File: src/hdl/esc_pkg.sv
//------------------------------------------------------------------------------
// esc_pkg
// Shared types and constants for the environmental sensor compensation block
//------------------------------------------------------------------------------
`default_nettype none
package esc_pkg;

	localparam logic [19:0] SKIP_TP = 20'h80000;
	localparam logic [15:0] SKIP_H  = 16'h8000;
	localparam logic [31:0] HUM_MAX = 32'd419430400;

	localparam logic [2:0] REG_TEMP   = 3'd0;
	localparam logic [2:0] REG_PLOW   = 3'd1;
	localparam logic [2:0] REG_PHIGH  = 3'd2;
	localparam logic [2:0] REG_PNINE  = 3'd3;
	localparam logic [2:0] REG_HBYTES = 3'd4;
	localparam logic [2:0] REG_HWIDE  = 3'd5;

	// datapath operations, one per controller step
	typedef enum logic [5:0] {
		OP_NOP,
		OP_LOAD,
		OP_T_A,      // a = (t>>3) - (t1<<1); m = a*t2
		OP_T_B,      // v1 = asr(m,11); b = (t>>4)-t1; m = b*b
		OP_T_C,      // m = asr(m,12)*t3
		OP_T_D,      // fine = v1 + asr(m,14); m = fine*5
		OP_T_E,      // tc = asr(m+128,8)
		OP_P_A,      // v1 = asr(fine,1)-64000; q = asr(v1,2); m = q*q
		OP_P_B,      // s = m; m = asr(m,11)*p6
		OP_P_C,      // v2 = m; m = v1*p5
		OP_P_D,      // v2 = asr(v2+(m<<1),2)+(p4<<16); m = p3*asr(s,13)
		OP_P_E,      // w = asr(m,3); m = p2*v1
		OP_P_F,      // v1 = asr(w+asr(m,1),18); m = (32768+v1)*p1
		OP_P_G,      // v1 = asr(m,15); m = ((1048576-adc)-asr(v2,12))*3125
		OP_P_H,      // p = m, start division
		OP_P_I,      // p = quotient adjust; m = (p>>3)*(p>>3)
		OP_P_J,      // m = p9*(m>>13)
		OP_P_K,      // w = asr(m,12); m = (p>>2)*p8
		OP_P_L,      // pc = p + asr(w+asr(m,13)+p7,4)
		OP_H_A,      // x = fine-76800; m = h5*x
		OP_H_B,      // a = asr((h<<14)-(h4<<20)-m+16384,15); m = x*h6
		OP_H_C,      // w = asr(m,10); m = x*h3
		OP_H_D,      // m = w*(asr(m,11)+32768)
		OP_H_E,      // b = asr(m,10)+2097152; m = b*h2
		OP_H_F,      // b = asr(m+8192,14); m = a*b
		OP_H_G,      // x = m; w = asr(m,15); m = w*w
		OP_H_H,      // m = asr(m,7)*h1
		OP_H_I       // hc = clamp(x - asr(m,4)) >> 12
	} op_t;

	typedef struct packed {
		op_t  op;
		logic t_ok;    // temperature not skipped
		logic div_go;
	} esc_cmd_t;

	typedef struct packed {
		logic p_skip;
		logic h_skip;
		logic t_skip;
		logic div_zero;
		logic div_busy;
	} esc_stat_t;

endpackage
`default_nettype wire

File: src/hdl/esc_div.sv
//------------------------------------------------------------------------------
// esc_div
// Restoring unsigned 32 by 32 divider, one quotient bit per cycle
//------------------------------------------------------------------------------
`default_nettype none
module esc_div import esc_pkg::*; (
	input  wire logic        clk,
	input  wire logic        arst_n,
	input  wire logic        start,
	input  wire logic [31:0] dividend,
	input  wire logic [31:0] divisor,
	output logic             busy,
	output logic [31:0]      quotient
);
	logic [31:0] rem_q;
	logic [31:0] quo_q;
	logic [31:0] dvs_q;
	logic [5:0]  cnt_q;
	logic [32:0] trial;

	assign trial = {rem_q, quo_q[31]} - {1'b0, dvs_q};

	always_ff @(posedge clk or negedge arst_n) begin
		if (!arst_n) begin
			cnt_q <= '0;
		end else if (start) begin
			cnt_q <= 6'd32;
		end else if (cnt_q != '0) begin
			cnt_q <= cnt_q - 6'd1;
		end
	end

	always_ff @(posedge clk) begin
		if (start) begin
			rem_q <= '0;
			quo_q <= dividend;
			dvs_q <= divisor;
		end else if (cnt_q != '0) begin
			if (!trial[32]) begin
				rem_q <= trial[31:0];
				quo_q <= {quo_q[30:0], 1'b1};
			end else begin
				rem_q <= {rem_q[30:0], quo_q[31]};
				quo_q <= {quo_q[30:0], 1'b0};
			end
		end
	end

	assign busy     = (cnt_q != '0);
	assign quotient = quo_q;

	property p_done_after_run;
		@(posedge clk) disable iff (!arst_n) start |=> busy;
	endproperty
	a_done_after_run: assert property (p_done_after_run) else $error("divider not busy");

	property p_count_down;
		@(posedge clk) disable iff (!arst_n) (busy && !start) |=> cnt_q == $past(cnt_q) - 6'd1;
	endproperty
	a_count_down: assert property (p_count_down) else $error("divider count slip");

	property p_idle_hold;
		@(posedge clk) disable iff (!arst_n) (!busy && !start) |=> $stable(quo_q);
	endproperty
	a_idle_hold: assert property (p_idle_hold) else $error("quotient moved while idle");
endmodule
`default_nettype wire

File: src/hdl/esc_datapath.sv
//------------------------------------------------------------------------------
// esc_datapath
// Coefficient registers, shared 32x32 multiplier, divider and work registers
//------------------------------------------------------------------------------
`default_nettype none
module esc_datapath import esc_pkg::*; (
	input  wire logic        clk,
	input  wire logic        arst_n,
	input  wire logic        cfg_we,
	input  wire logic [2:0]  cfg_index,
	input  wire logic [63:0] cfg_data,
	input  wire logic [19:0] in_temp,
	input  wire logic [19:0] in_press,
	input  wire logic [15:0] in_hum,
	input  wire esc_cmd_t    cmd,
	output esc_stat_t        stat,
	output logic [31:0]      temp_centi,
	output logic [31:0]      press_pa,
	output logic [16:0]      hum_q10
);
	logic [47:0] tc_q;
	logic [63:0] pl_q, ph_q;
	logic [15:0] p9_q;
	logic [39:0] hb_q;
	logic [31:0] hw_q;
	logic [31:0] fine_q;
	logic [19:0] t_q, p_q;
	logic [15:0] h_q;
	logic [31:0] m_q, v1_q, v2_q, s_q, w_q, x_q, a_q, pv_q;
	logic [31:0] tcen_q, pres_q;
	logic [16:0] hum_q;

	logic [31:0] ma, mb, mul;
	logic [31:0] r0, r1, r2, q_w;
	logic [31:0] t1, t2, t3, p1, p2, p3, p4, p5, p6, p7, p8, p9;
	logic [31:0] h1, h2, h3, h4, h5, h6;
	logic        div_busy;
	logic [31:0] quo;

	function automatic logic [31:0] asr(input logic [31:0] x, input int n);
		return 32'($signed(x) >>> n);
	endfunction

	function automatic logic [31:0] sx16(input logic [15:0] v);
		return {{16{v[15]}}, v};
	endfunction

	assign t1 = {16'd0, tc_q[15:0]};
	assign t2 = sx16(tc_q[31:16]);
	assign t3 = sx16(tc_q[47:32]);
	assign p1 = {16'd0, pl_q[15:0]};
	assign p2 = sx16(pl_q[31:16]);
	assign p3 = sx16(pl_q[47:32]);
	assign p4 = sx16(pl_q[63:48]);
	assign p5 = sx16(ph_q[15:0]);
	assign p6 = sx16(ph_q[31:16]);
	assign p7 = sx16(ph_q[47:32]);
	assign p8 = sx16(ph_q[63:48]);
	assign p9 = sx16(p9_q);
	assign h1 = {24'd0, hb_q[7:0]};
	assign h2 = sx16(hb_q[23:8]);
	assign h3 = {24'd0, hb_q[31:24]};
	assign h6 = {{24{hb_q[39]}}, hb_q[39:32]};
	assign h4 = sx16(hw_q[15:0]);
	assign h5 = sx16(hw_q[31:16]);

	always_ff @(posedge clk or negedge arst_n) begin
		if (!arst_n) begin
			tc_q <= '0;
			pl_q <= '0;
			ph_q <= '0;
			p9_q <= '0;
			hb_q <= '0;
			hw_q <= '0;
		end else if (cfg_we) begin
			case (cfg_index)
				REG_TEMP:   tc_q <= cfg_data[47:0];
				REG_PLOW:   pl_q <= cfg_data;
				REG_PHIGH:  ph_q <= cfg_data;
				REG_PNINE:  p9_q <= cfg_data[15:0];
				REG_HBYTES: hb_q <= cfg_data[39:0];
				REG_HWIDE:  hw_q <= cfg_data[31:0];
				default: ;
			endcase
		end
	end

	// operand select for the shared multiplier, low 32 bits kept
	always_comb begin
		ma = '0;
		mb = '0;
		r0 = '0;
		r1 = '0;
		r2 = '0;
		q_w = asr(asr(fine_q, 1) - 32'd64000, 2);
		case (cmd.op)
			OP_T_A: begin
				ma = {12'd0, t_q} >> 3;
				ma = ma - (t1 << 1);
				mb = t2;
			end
			OP_T_B: begin
				ma = ({12'd0, t_q} >> 4) - t1;
				mb = ma;
			end
			OP_T_C: begin ma = asr(m_q, 12); mb = t3; end
			OP_T_D: begin
				r0 = v1_q + asr(m_q, 14);
				ma = r0;
				mb = 32'd5;
			end
			OP_P_A: begin ma = q_w; mb = q_w; end
			OP_P_B: begin ma = asr(m_q, 11); mb = p6; end
			OP_P_C: begin ma = v1_q; mb = p5; end
			OP_P_D: begin ma = p3; mb = asr(s_q, 13); end
			OP_P_E: begin ma = p2; mb = v1_q; end
			OP_P_F: begin
				r0 = asr(w_q + asr(m_q, 1), 18);
				ma = 32'd32768 + r0;
				mb = p1;
			end
			OP_P_G: begin
				ma = (32'd1048576 - {12'd0, p_q}) - asr(v2_q, 12);
				mb = 32'd3125;
			end
			OP_P_I: begin
				r1 = pv_q[31] ? {quo[30:0], 1'b0} : quo;
				ma = r1 >> 3;
				mb = ma;
			end
			OP_P_J: begin ma = p9; mb = m_q >> 13; end
			OP_P_K: begin ma = pv_q >> 2; mb = p8; end
			OP_H_A: begin ma = h5; mb = fine_q - 32'd76800; end
			OP_H_B: begin ma = x_q; mb = h6; end
			OP_H_C: begin ma = x_q; mb = h3; end
			OP_H_D: begin ma = w_q; mb = asr(m_q, 11) + 32'd32768; end
			OP_H_E: begin ma = asr(m_q, 10) + 32'd2097152; mb = h2; end
			OP_H_F: begin ma = a_q; mb = asr(m_q + 32'd8192, 14); end
			OP_H_G: begin ma = asr(m_q, 15); mb = ma; end
			OP_H_H: begin ma = asr(m_q, 7); mb = h1; end
			OP_H_I: begin
				r2 = x_q - asr(m_q, 4);
			end
			default: ;
		endcase
	end

	assign mul = 32'(ma * mb);

	always_ff @(posedge clk or negedge arst_n) begin
		if (!arst_n) begin
			fine_q <= '0;
		end else if (cmd.op == OP_T_D && cmd.t_ok) begin
			fine_q <= r0;
		end
	end

	always_ff @(posedge clk) begin
		m_q <= mul;
		case (cmd.op)
			OP_LOAD: begin
				t_q <= in_temp;
				p_q <= in_press;
				h_q <= in_hum;
				tcen_q <= '0;
				pres_q <= '0;
				hum_q <= '0;
			end
			OP_T_B: v1_q <= asr(m_q, 11);
			OP_T_E: if (cmd.t_ok) tcen_q <= asr(m_q + 32'd128, 8);
			OP_P_A: v1_q <= asr(fine_q, 1) - 32'd64000;
			OP_P_B: s_q <= m_q;
			OP_P_C: v2_q <= m_q;
			OP_P_D: v2_q <= asr(v2_q + (m_q << 1), 2) + (p4 << 16);
			OP_P_E: w_q <= asr(m_q, 3);
			OP_P_G: v1_q <= asr(m_q, 15);
			OP_P_H: pv_q <= m_q;
			OP_P_I: pv_q <= r1;
			OP_P_K: w_q <= asr(m_q, 12);
			OP_P_L: pres_q <= pv_q + asr(w_q + asr(m_q, 13) + p7, 4);
			OP_H_A: x_q <= fine_q - 32'd76800;
			OP_H_B: a_q <= asr(({16'd0, h_q} << 14) - (h4 << 20) - m_q + 32'd16384, 15);
			OP_H_C: w_q <= asr(m_q, 10);
			OP_H_G: x_q <= m_q;
			OP_H_I: begin
				if (r2[31]) hum_q <= '0;
				else if (r2 > HUM_MAX) hum_q <= HUM_MAX[28:12];
				else hum_q <= r2[28:12];
			end
			default: ;
		endcase
	end

	// dividend: p<2^31 gives (p<<1)/v1, else p/v1 then doubled
	esc_div u_div (
		.clk      (clk),
		.arst_n   (arst_n),
		.start    (cmd.div_go),
		.dividend (m_q[31] ? m_q : {m_q[30:0], 1'b0}),
		.divisor  (v1_q),
		.busy     (div_busy),
		.quotient (quo)
	);

	assign stat.t_skip   = (t_q == SKIP_TP);
	assign stat.p_skip   = (p_q == SKIP_TP);
	assign stat.h_skip   = (h_q == SKIP_H);
	assign stat.div_zero = (v1_q == '0);
	assign stat.div_busy = div_busy;

	assign temp_centi = tcen_q;
	assign press_pa   = pres_q;
	assign hum_q10    = hum_q;

	property p_fine_hold;
		@(posedge clk) disable iff (!arst_n) (cmd.op != OP_T_D) |=> $stable(fine_q);
	endproperty
	a_fine_hold: assert property (p_fine_hold) else $error("fine temperature moved");

	property p_hum_range;
		@(posedge clk) disable iff (!arst_n) $past(cmd.op) == OP_H_I |-> hum_q <= 17'd102400;
	endproperty
	a_hum_range: assert property (p_hum_range) else $error("humidity out of range");

	property p_div_nonzero;
		@(posedge clk) disable iff (!arst_n) cmd.div_go |-> !stat.div_zero;
	endproperty
	a_div_nonzero: assert property (p_div_nonzero) else $error("divide by zero");
endmodule
`default_nettype wire

File: src/hdl/esc_ctrl.sv
//------------------------------------------------------------------------------
// esc_ctrl
// Sequencer stepping the datapath through the compensation and the handshake
//------------------------------------------------------------------------------
`default_nettype none
module esc_ctrl import esc_pkg::*; (
	input  wire logic      clk,
	input  wire logic      arst_n,
	input  wire logic      in_valid,
	output logic           in_ready,
	output logic           out_valid,
	input  wire logic      out_ready,
	input  wire esc_stat_t stat,
	output esc_cmd_t       cmd
);
	typedef enum logic [1:0] {IDLE, RUN, DIVW, DONE} state_t;

	state_t state_q;
	op_t    op_q;
	logic   t_ok;

	assign in_ready  = (state_q == IDLE);
	assign out_valid = (state_q == DONE);
	assign t_ok      = !stat.t_skip;

	always_comb begin
		cmd.op     = OP_NOP;
		cmd.t_ok   = t_ok;
		cmd.div_go = 1'b0;
		if (state_q == IDLE && in_valid) cmd.op = OP_LOAD;
		else if (state_q == RUN) cmd.op = op_q;
		else if (state_q == DIVW && !stat.div_busy) cmd.op = OP_P_I;
		if (state_q == RUN && op_q == OP_P_H && !stat.div_zero) cmd.div_go = 1'b1;
	end

	always_ff @(posedge clk or negedge arst_n) begin
		if (!arst_n) begin
			state_q <= IDLE;
			op_q    <= OP_NOP;
		end else begin
			case (state_q)
				IDLE: if (in_valid) begin
					state_q <= RUN;
					op_q    <= OP_T_A;
				end
				RUN: begin
					case (op_q)
						OP_T_E: op_q <= stat.p_skip ? OP_H_A : OP_P_A;
						OP_P_G: ;
						OP_P_H: state_q <= DIVW;
						OP_P_L: op_q <= OP_H_A;
						OP_H_I: state_q <= DONE;
						default: op_q <= op_t'(op_q + 6'd1);
					endcase
					// a zero divisor leaves pressure at zero
					if (op_q == OP_P_G) begin
						op_q <= OP_P_H;
					end
					if (op_q == OP_P_H && stat.div_zero) begin
						state_q <= RUN;
						op_q    <= OP_H_A;
					end
					if ((op_q == OP_T_E && stat.p_skip) || (op_q == OP_P_L)
						|| (op_q == OP_P_H && stat.div_zero)) begin
						if (stat.h_skip) state_q <= DONE;
					end
				end
				DIVW: if (!stat.div_busy) begin
					state_q <= RUN;
					op_q    <= OP_P_J;
				end
				DONE: if (out_ready) state_q <= IDLE;
				default: state_q <= IDLE;
			endcase
		end
	end

	property p_no_take_busy;
		@(posedge clk) disable iff (!arst_n) (state_q != IDLE) |-> !in_ready;
	endproperty
	a_no_take_busy: assert property (p_no_take_busy) else $error("input taken while busy");

	property p_result_holds;
		@(posedge clk) disable iff (!arst_n) (out_valid && !out_ready) |=> out_valid;
	endproperty
	a_result_holds: assert property (p_result_holds) else $error("result dropped");

	property p_accept_starts;
		@(posedge clk) disable iff (!arst_n) (in_valid && in_ready) |=> state_q == RUN;
	endproperty
	a_accept_starts: assert property (p_accept_starts) else $error("accept did not start");
endmodule
`default_nettype wire

File: src/hdl/env_sensor_compensation.sv
//------------------------------------------------------------------------------
// env_sensor_compensation
// Integer compensation of raw temperature, pressure and humidity readings
//------------------------------------------------------------------------------
// One input beat is taken at a time and one result beat is produced for it.
// All steps share one 32x32 multiplier, one product per cycle, and pressure
// uses a restoring divider; m_tvalid rises latest for a full set and sooner when
// pressure is skipped, on a zero pressure divisor or when humidity is skipped.
// The next beat can be taken in the cycle after the result beat has been delivered.
// Coefficients are to be written through cfg_we only while idle; the block itself
// does not enforce this.
`default_nettype none
module env_sensor_compensation import esc_pkg::*; (
	input  wire logic        clk,
	input  wire logic        arst_n,
	input  wire logic        cfg_we,
	input  wire logic [2:0]  cfg_index,
	input  wire logic [63:0] cfg_data,
	input  wire logic        s_tvalid,
	output logic             s_tready,
	input  wire logic [55:0] s_tdata,  // raw_temp[19:0], raw_press[39:20], raw_hum[55:40]
	output logic             m_tvalid,
	input  wire logic        m_tready,
	output logic [87:0]      m_tdata   // temp_centi[31:0], press_pa[63:32], hum_q10[80:64]
);
	esc_cmd_t    cmd;
	esc_stat_t   stat;
	logic [31:0] temp_centi, press_pa;
	logic [16:0] hum_q10;

	esc_ctrl u_ctrl (
		.clk       (clk),
		.arst_n    (arst_n),
		.in_valid  (s_tvalid),
		.in_ready  (s_tready),
		.out_valid (m_tvalid),
		.out_ready (m_tready),
		.stat      (stat),
		.cmd       (cmd)
	);

	esc_datapath u_dp (
		.clk        (clk),
		.arst_n     (arst_n),
		.cfg_we     (cfg_we),
		.cfg_index  (cfg_index),
		.cfg_data   (cfg_data),
		.in_temp    (s_tdata[19:0]),
		.in_press   (s_tdata[39:20]),
		.in_hum     (s_tdata[55:40]),
		.cmd        (cmd),
		.stat       (stat),
		.temp_centi (temp_centi),
		.press_pa   (press_pa),
		.hum_q10    (hum_q10)
	);

	assign m_tdata = {7'd0, hum_q10, press_pa, temp_centi};
endmodule
`default_nettype wire

File: config.mk
export PLATFORM = sky130hd
export DESIGN_NAME = env_sensor_compensation
export DESIGN_NICKNAME = d
export VERILOG_FILES = /design/src/hdl/esc_pkg.sv /design/src/hdl/esc_div.sv /design/src/hdl/esc_datapath.sv /design/src/hdl/esc_ctrl.sv /design/src/hdl/env_sensor_compensation.sv
export SDC_FILE = /design/constraint.sdc
export NUM_CORES = 2
export LEC_CHECK = 0
export ABC_AREA = 1
export BUFFER_PORTS_ARGS = -buffer_cell sky130_fd_sc_hd__buf_2
export CORE_ASPECT_RATIO = 0.9
export CORE_UTILIZATION = 45
export CTS_CLUSTER_SIZE = 40
export DETAILED_ROUTE_END_ITERATION = 8
export RECOVER_POWER = 25
export SLEW_MARGIN = 20
export SYNTH_ARGS = -nofsm -noshare
export SYNTH_HDL_FRONTEND = slang
export SYNTH_SLANG_ARGS = --single-unit
File: constraint.sdc
create_clock -name clk -period 12.64 [get_ports clk]
set_input_delay 0 -clock clk [delete_from_list [all_inputs] [get_ports clk]]
set_output_delay 0 -clock clk [all_outputs]
set_load 0.01 [all_outputs]
Word level (Yosys, flattened, before mapping)
Index checks and enable logic that the tools add are counted.
{ "totals": {"out_inout_bits": 90, "romBits": 0, "reg_bits": 784, "in_bits": 128, "n_memories": 0, "latchBits": 0, "mem_bits_rw": 0} }
{ "classes": {"reduce_logical": 37, "n_eq_ne": 48, "n_lt_le_gt_ge": 1, "div_mod_pow": 0, "n_addsub": 25, "shifts": 0, "multipliers": 1, "mux": 42, "bitwise": 0} }
{ "ops": {"columns": ["cell", "n"], "rows": [
  ["case mux 32 bit (22 select lines)", 1],
  ["case mux 32 bit (21 select lines)", 1],
  ["case mux 32 bit (2 select lines)", 6],
  ["adder 32 bit", 7],
  ["two-way mux 32 bit", 7],
  ["case mux 32 bit (3 select lines)", 2],
  ["subtractor 32 bit", 3],
  ["== test 6 x 5 -> 1 bit, second input constant", 14],
  ["== test 6 x 4 -> 1 bit, second input constant", 10],
  ["two-way mux 6 bit", 8],
  ["== test 20 bit, second input constant", 2],
  ["case mux 6 bit (3 select lines)", 2],
  ["two-way mux 17 bit", 2],
  ["case mux 17 bit (2 select lines)", 1],
  ["subtractor 33 x 32 -> 33 bit", 1],
  ["adder 32 x 14 -> 32 bit, second input constant", 1],
  ["adder 32 x 15 -> 32 bit, second input constant", 1],
  ["adder 32 x 8 -> 32 bit, second input constant", 1],
  ["> comparator 32 x 29 -> 1 bit, second input constant", 1],
  ["logical NOT 32 bit", 1],
  ["multiplier 32 x 32 -> 32 bit", 1],
  ["subtractor 30 x 32 -> 32 bit", 1],
  ["subtractor 31 x 17 -> 32 bit, second input constant", 1],
  ["subtractor 32 x 17 -> 32 bit, second input constant", 1],
  ["38 further kinds", 78]
]} }

Logic depth before layout (Yosys ltp)
{ "depth": {"ltp_word": 12, "mapped_depth": 60, "depth_no_buf": 59} }

By module
A second synthesis with hierarchy kept.
{ "unflattened": {"hier_cells": 9849, "area_unflattened_um2": 71703.8} }
{ "modules_own_cells": {"columns": ["module", "seq_area_each_um2", "instances", "cells_each", "area_per_inst_um2"], "rows": [
  ["esc_datapath", 17586.9, 1, 8637, 63579.7],
  ["esc_div", 2712.6, 1, 1066, 7201.9],
  ["esc_ctrl", 200.2, 1, 138, 865.8],
  ["env_sensor_compensation", 0.0, 1, 8, 56.3]
]} }

Worst setup path before layout
OpenSTA, ideal clock, no wires.
{ "synth_path": {"path_kind": "reg-to-reg", "startpoint": "reg u_dp.p_q[2]", "endpoint": "reg u_dp.m_q[31]", "arrival_time_ps": 9297, "period_less_slack_ps": 9409, "path_buffers": 0, "setup_slack_ps": 3231, "required_ps": 12527, "stages_incl_launch_ff": 56, "path_cell_list": "edfxtp_1 nor2_1 nand2_1 nor3_1 nor3b_1 nand3_1 nor3_1 inv_1 nor2_1 nand3_1 nor2_1 nand2_1 nor2_1 xor2_1 inv_1 ha_1 nand2_1 nor2_1 (+20 left out) inv_1 fa_1 fa_1 fa_1 inv_1 fa_1 inv_1 ha_1 a21oi_1 nor2_1 a211oi_1 o21ai_0 xor2_1 inv_1 nand3_1 nand2_1 nor2_1 nor2_1"} }
{ "synth_between": {"elab_chain_cells": 4} }
{ "synth_rtl": {"columns": ["element", "line", "text"], "rows": [
  ["from (decl)", "esc_datapath.sv:27", "logic [19:0] t_q, p_q;"],
  ["from (signal assigned)", "esc_datapath.sv:163", "p_q <= in_press;"],
  ["subtractor 21 x 20 -> 22 bit", "esc_datapath.sv:123", "ma = (32'd1048576 - {12'd0, p_q}) - asr(v2_q, 12);"],
  ["subtractor 32 bit", "esc_datapath.sv:123", null],
  ["case mux 32 bit (21 select lines)", "esc_datapath.sv:96", "case (cmd.op)"],
  ["multiplier 32 x 32 -> 32 bit", "esc_datapath.sv:148", "assign mul = 32'(ma * mb);"],
  ["net u_dp.mul[31]", "esc_datapath.sv:33", "logic [31:0] ma, mb, mul;"],
  ["to (signal assigned)", "esc_datapath.sv:159", "m_q <= mul;"],
  ["to (decl)", "esc_datapath.sv:29", "logic [31:0] m_q, v1_q, v2_q, s_q, w_q, x_q, a_q, pv_q;"]
]} }
The timed path passes the listed nets, and every way through them passes these cells.
A chain may end at the register's enable or synchronous reset.

Worst setup path after layout
{ "layout_path": {"startpoint": "reg u_dp.m_q[24]", "endpoint": "reg u_dp.m_q[31]"} }
{ "layout_between": {"elab_chain_cells": 4} }
{ "layout_rtl": {"columns": ["element", "line", "text"], "rows": [
  ["adder 32 bit", "esc_datapath.sv:118", "r0 = asr(w_q + asr(m_q, 1), 18);"],
  ["adder 17 x 14 -> 18 bit", "esc_datapath.sv:119", "ma = 32'd32768 + r0;"],
  ["case mux 32 bit (21 select lines)", "esc_datapath.sv:96", null],
  ["multiplier 32 x 32 -> 32 bit *", "esc_datapath.sv:148", null],
  ["net u_dp.mul[31]", "esc_datapath.sv:33", null]
]} }
Mark *: on every way through the listed nets, which the timed path passes. The rest lies on a longest branch.

==> flow_summary.toml <==
[place]
hpwl_mm = 294
port_buffers = 210
dp_slack_ns = 1.15
gp_congestion = 1.15

[sta]
max_slew.worst_pin.slew_ns = 5.10
slew_viol_final = 339
slew_headroom = -2.40
period_share = 0.951
setup_ws_ns = 0.619
rsz0062_at_grt = "false"
post-route-min-period_ns = 12.02
setup_tns_ns = 0
final.setup_skew_ns = 0.0585
finalHoldViolCount = 0
finalSetupViolCount = 0
fmax_ghz = 0.0832

[floorplanning]
die_height_um = 380
die_area_um2 = 160000
die_width_um = 422
coreArea_um2 = 157000
initial_core_util = 0.454
core.rowCount = 138
io_pins = 218

[synthesis]
synth_edf_count = 385
ys.flop_type = "edfxtp_1"
yosysMostFrequentCell = "nand2_1"
netlist_area_um2 = 71400
synth.distinct_cells = 74
async_reset_ff_frac = 0.405
synth_common_cells = "nand2_1, inv_1, nor2_1, o21ai_0, ha_1"
ys_seq_elements = 755
ys_seq_area_frac = 0.287
syn_avg_cell_area_um2 = 7.47
yosysTopAreaCellShare = 0.162
synth_top_cell_by_area = "edfxtp_1"
synthTopCellsByArea = "edfxtp_1, nand2_1, fa_1"
netlist_instances = 9558
yosysWarnings = 0

[setup_path]
required_ns = 13.29
rr_worst_depth = 49
reg2reg_to = "u_dp.m_q[31]"
cpMostUsedCell = "nand2_1"
r2r-start = "u_dp.m_q[24]"
max_stage_delay_ns = 1.71
r2r_slack_ns = 0.62
worstSetupStartpoint = "u_dp.m_q[24]"
cp_max_fo = 11
end_kind = "register"
cp-start-kind = "register"
critPathKind = "reg2reg"
crit_path_top_delay_cell = "clkbuf_1"
arrival_ns = 12.67

[clocking]
cts_setup_buffers = 0
clockRootBuffer = "clkbuf_16"
cts.path.max_buffers = 3
htreeDepth = 3
clock_latency_ns = 0.79
tritoncts = "yes"
cts_buffers = 92
path_clk_slew_ns = 0.08
clkSinkCount = 755

[routing]
vias = 72460
drt-initial-drc-count = 11012
post_drt_via_cell_ratio = 5.95
top_layer_used = "met5"
wl_met2_mm = 142
wl_met1_mm = 151
ant_nets = 0
drt-total-wl_mm = 369
routed-wl-met3_mm = 55.5
drc = 38
drt_first_pass_iters = 9
wl_per_cell_um = 30.3

[global_routing]
gr-usage-all-layers = 0.452
grt_pass1_wl_mm = 511
overflow = 0
grt_pass1_vias = 67061
antenna_found_initial = 45
grt_max_degree = 97

[finish]
finalNetCount = 11015
fillers = 15505
drive_gt1_frac = 0.0704
area_growth_pct = 13.0

[run_status]
status = "finished with violations"
violations = "design-rule violations, max-capacitance violations, max-slew violations"

[worst_hold_path]
holdCritPathClass = "in2reg"
min_from = "cfg_data[49]"
whs_path_depth = 4
holdPathEnd = "u_dp.ph_q[49]"

[run]
drv_cap = 8
==> logic make-up (layout without fill, tap and decap cells) <==
kind of cell / Yosys count / count (layout) / share of synthesized area
compound gates: 1385 / 1385 / 0.109
xor+xnor: 256 / 256 / 0.0314
fa+ha+maj: 926 / 926 / 0.210
buf+inv: 1955 / 2430 / 0.108
flops: 755 / 755 / 0.287
mux: 19 / 19 / 0.00267
other cells: 1 / 50 / 0.0000526
simple gates: 4261 / 4261 / 0.252
==> state kept, by name, indices dropped and copies added (netlist names), 20 cells and up <==
signal               cells
u_dp.fine_q             32
u_dp.hb_q               40
u_dp.hw_q               28
u_dp.m_q                32
u_dp.p_q                20
u_dp.ph_q               64
u_dp.pl_q               64
u_dp.press_pa           32
u_dp.pv_q               32
u_dp.t_q                20
u_dp.tc_q               48
u_dp.temp_centi         24
u_dp.u_div.dvs_q        32
u_dp.u_div.quotient     32
u_dp.u_div.rem_q        32
u_dp.v1_q               32
u_dp.v2_q               31
u_dp.w_q                29
u_dp.x_q                32
==> critical path: cells and delay by family, from the launching register on <==
kind            cells  cell delay (ns)
fa+ha+maj          10             4.73
buf+inv            11             2.29
compound gates      3             0.74
simple gates       24             3.50
xor+xnor            1             0.19
flops               1             0.32
==> cell type report <==
class                   count  area (µm²)  share of cell area
multi-input cells        6854       43200               0.536
flip-flops and latches    755       20500               0.254
inverters                1625        6110              0.0757
repair buffers            633        4600              0.0570
well taps                2100        2630              0.0326
clock buffers             123        2590              0.0321
clock inverters            49         843              0.0105
diodes                     43         108             0.00133
==> how the worst max path moves through the flow <==
stage | to | slack [ns] | cells after the start
3_3_place_gp | u_dp.m_q[31] | 1.22 | 53
5_1_grt | u_dp.m_q[31] | 0.14 | 53
6_report | u_dp.m_q[31] | 0.62 | 49
2_1_floorplan | u_dp.m_q[31] | 3.23 | 55
4_1_cts | u_dp.m_q[31] | 1.08 | 53
3_5_place_dp | u_dp.m_q[31] | 1.15 | 53
==> repair_timing <==
action | 4_1_cts | 5_1_grt
hold endpoints to repair | 403 | 0
hold buffers | 182 | 0
gates resized for setup | 0 | 0
==> metal layers <==
layer / up-vias / track usage
met5: - / 0
met1: 34924 / 0.622
li1: 31380 / -
met4: 48 / 0.214
met2: 5080 / 0.603
met3: 1028 / 0.191
==> through the flow <==
step | hold slack [ns] | utilization | std cells | instance area, µm²
6_report | 0.0606 | 0.513 | 12182 | 80600
5_1_grt | 0.0937 | 0.512 | 12141 | 80500
4_1_cts | 0.0160 | 0.513 | 12139 | 80700
3_5_place_dp | 0.104 | 0.480 | 11785 | 75400
3_3_place_gp | 0.0944 | 0.480 | 11785 | 75400
2_1_floorplan | -0.296 | - | 9564 | 71400
==> cell usage in the layout, fill, tap and decap left out, types with 22 or more instances in the layout <==
cell type      Yosys  routed
nand2_1         2603    2600
inv_1           1585    1584
nor2_1           796     790
o21ai_0          662     661
ha_1             472     472
fa_1             454     454
nand3_1          425     425
a21oi_1          405     405
edfxtp_1         385     385
dfrtp_1          306     306
buf_4             36     221
dlygate4sd3_1      0     181
xor2_1           179     179
nand4_1          158     158
buf_2             61     150
clkbuf_16          0      94
clkbuf_1         199      91
xnor2_1           77      77
nor3_1            72      72
o211ai_1          68      68
dfxtp_1           64      62
o221ai_1          45      45
diode_2            0      43
nand3b_1          32      32
inv_2             30      31
o21a_1            29      29
nand3_2           26      26
nand2_2           21      24
nor4_1            25      24
a31oi_1           24      24
or2_2             22      22
Power is not shown: default switching activity piles up to over one toggle a cycle in this logic, so the estimate is an artifact.
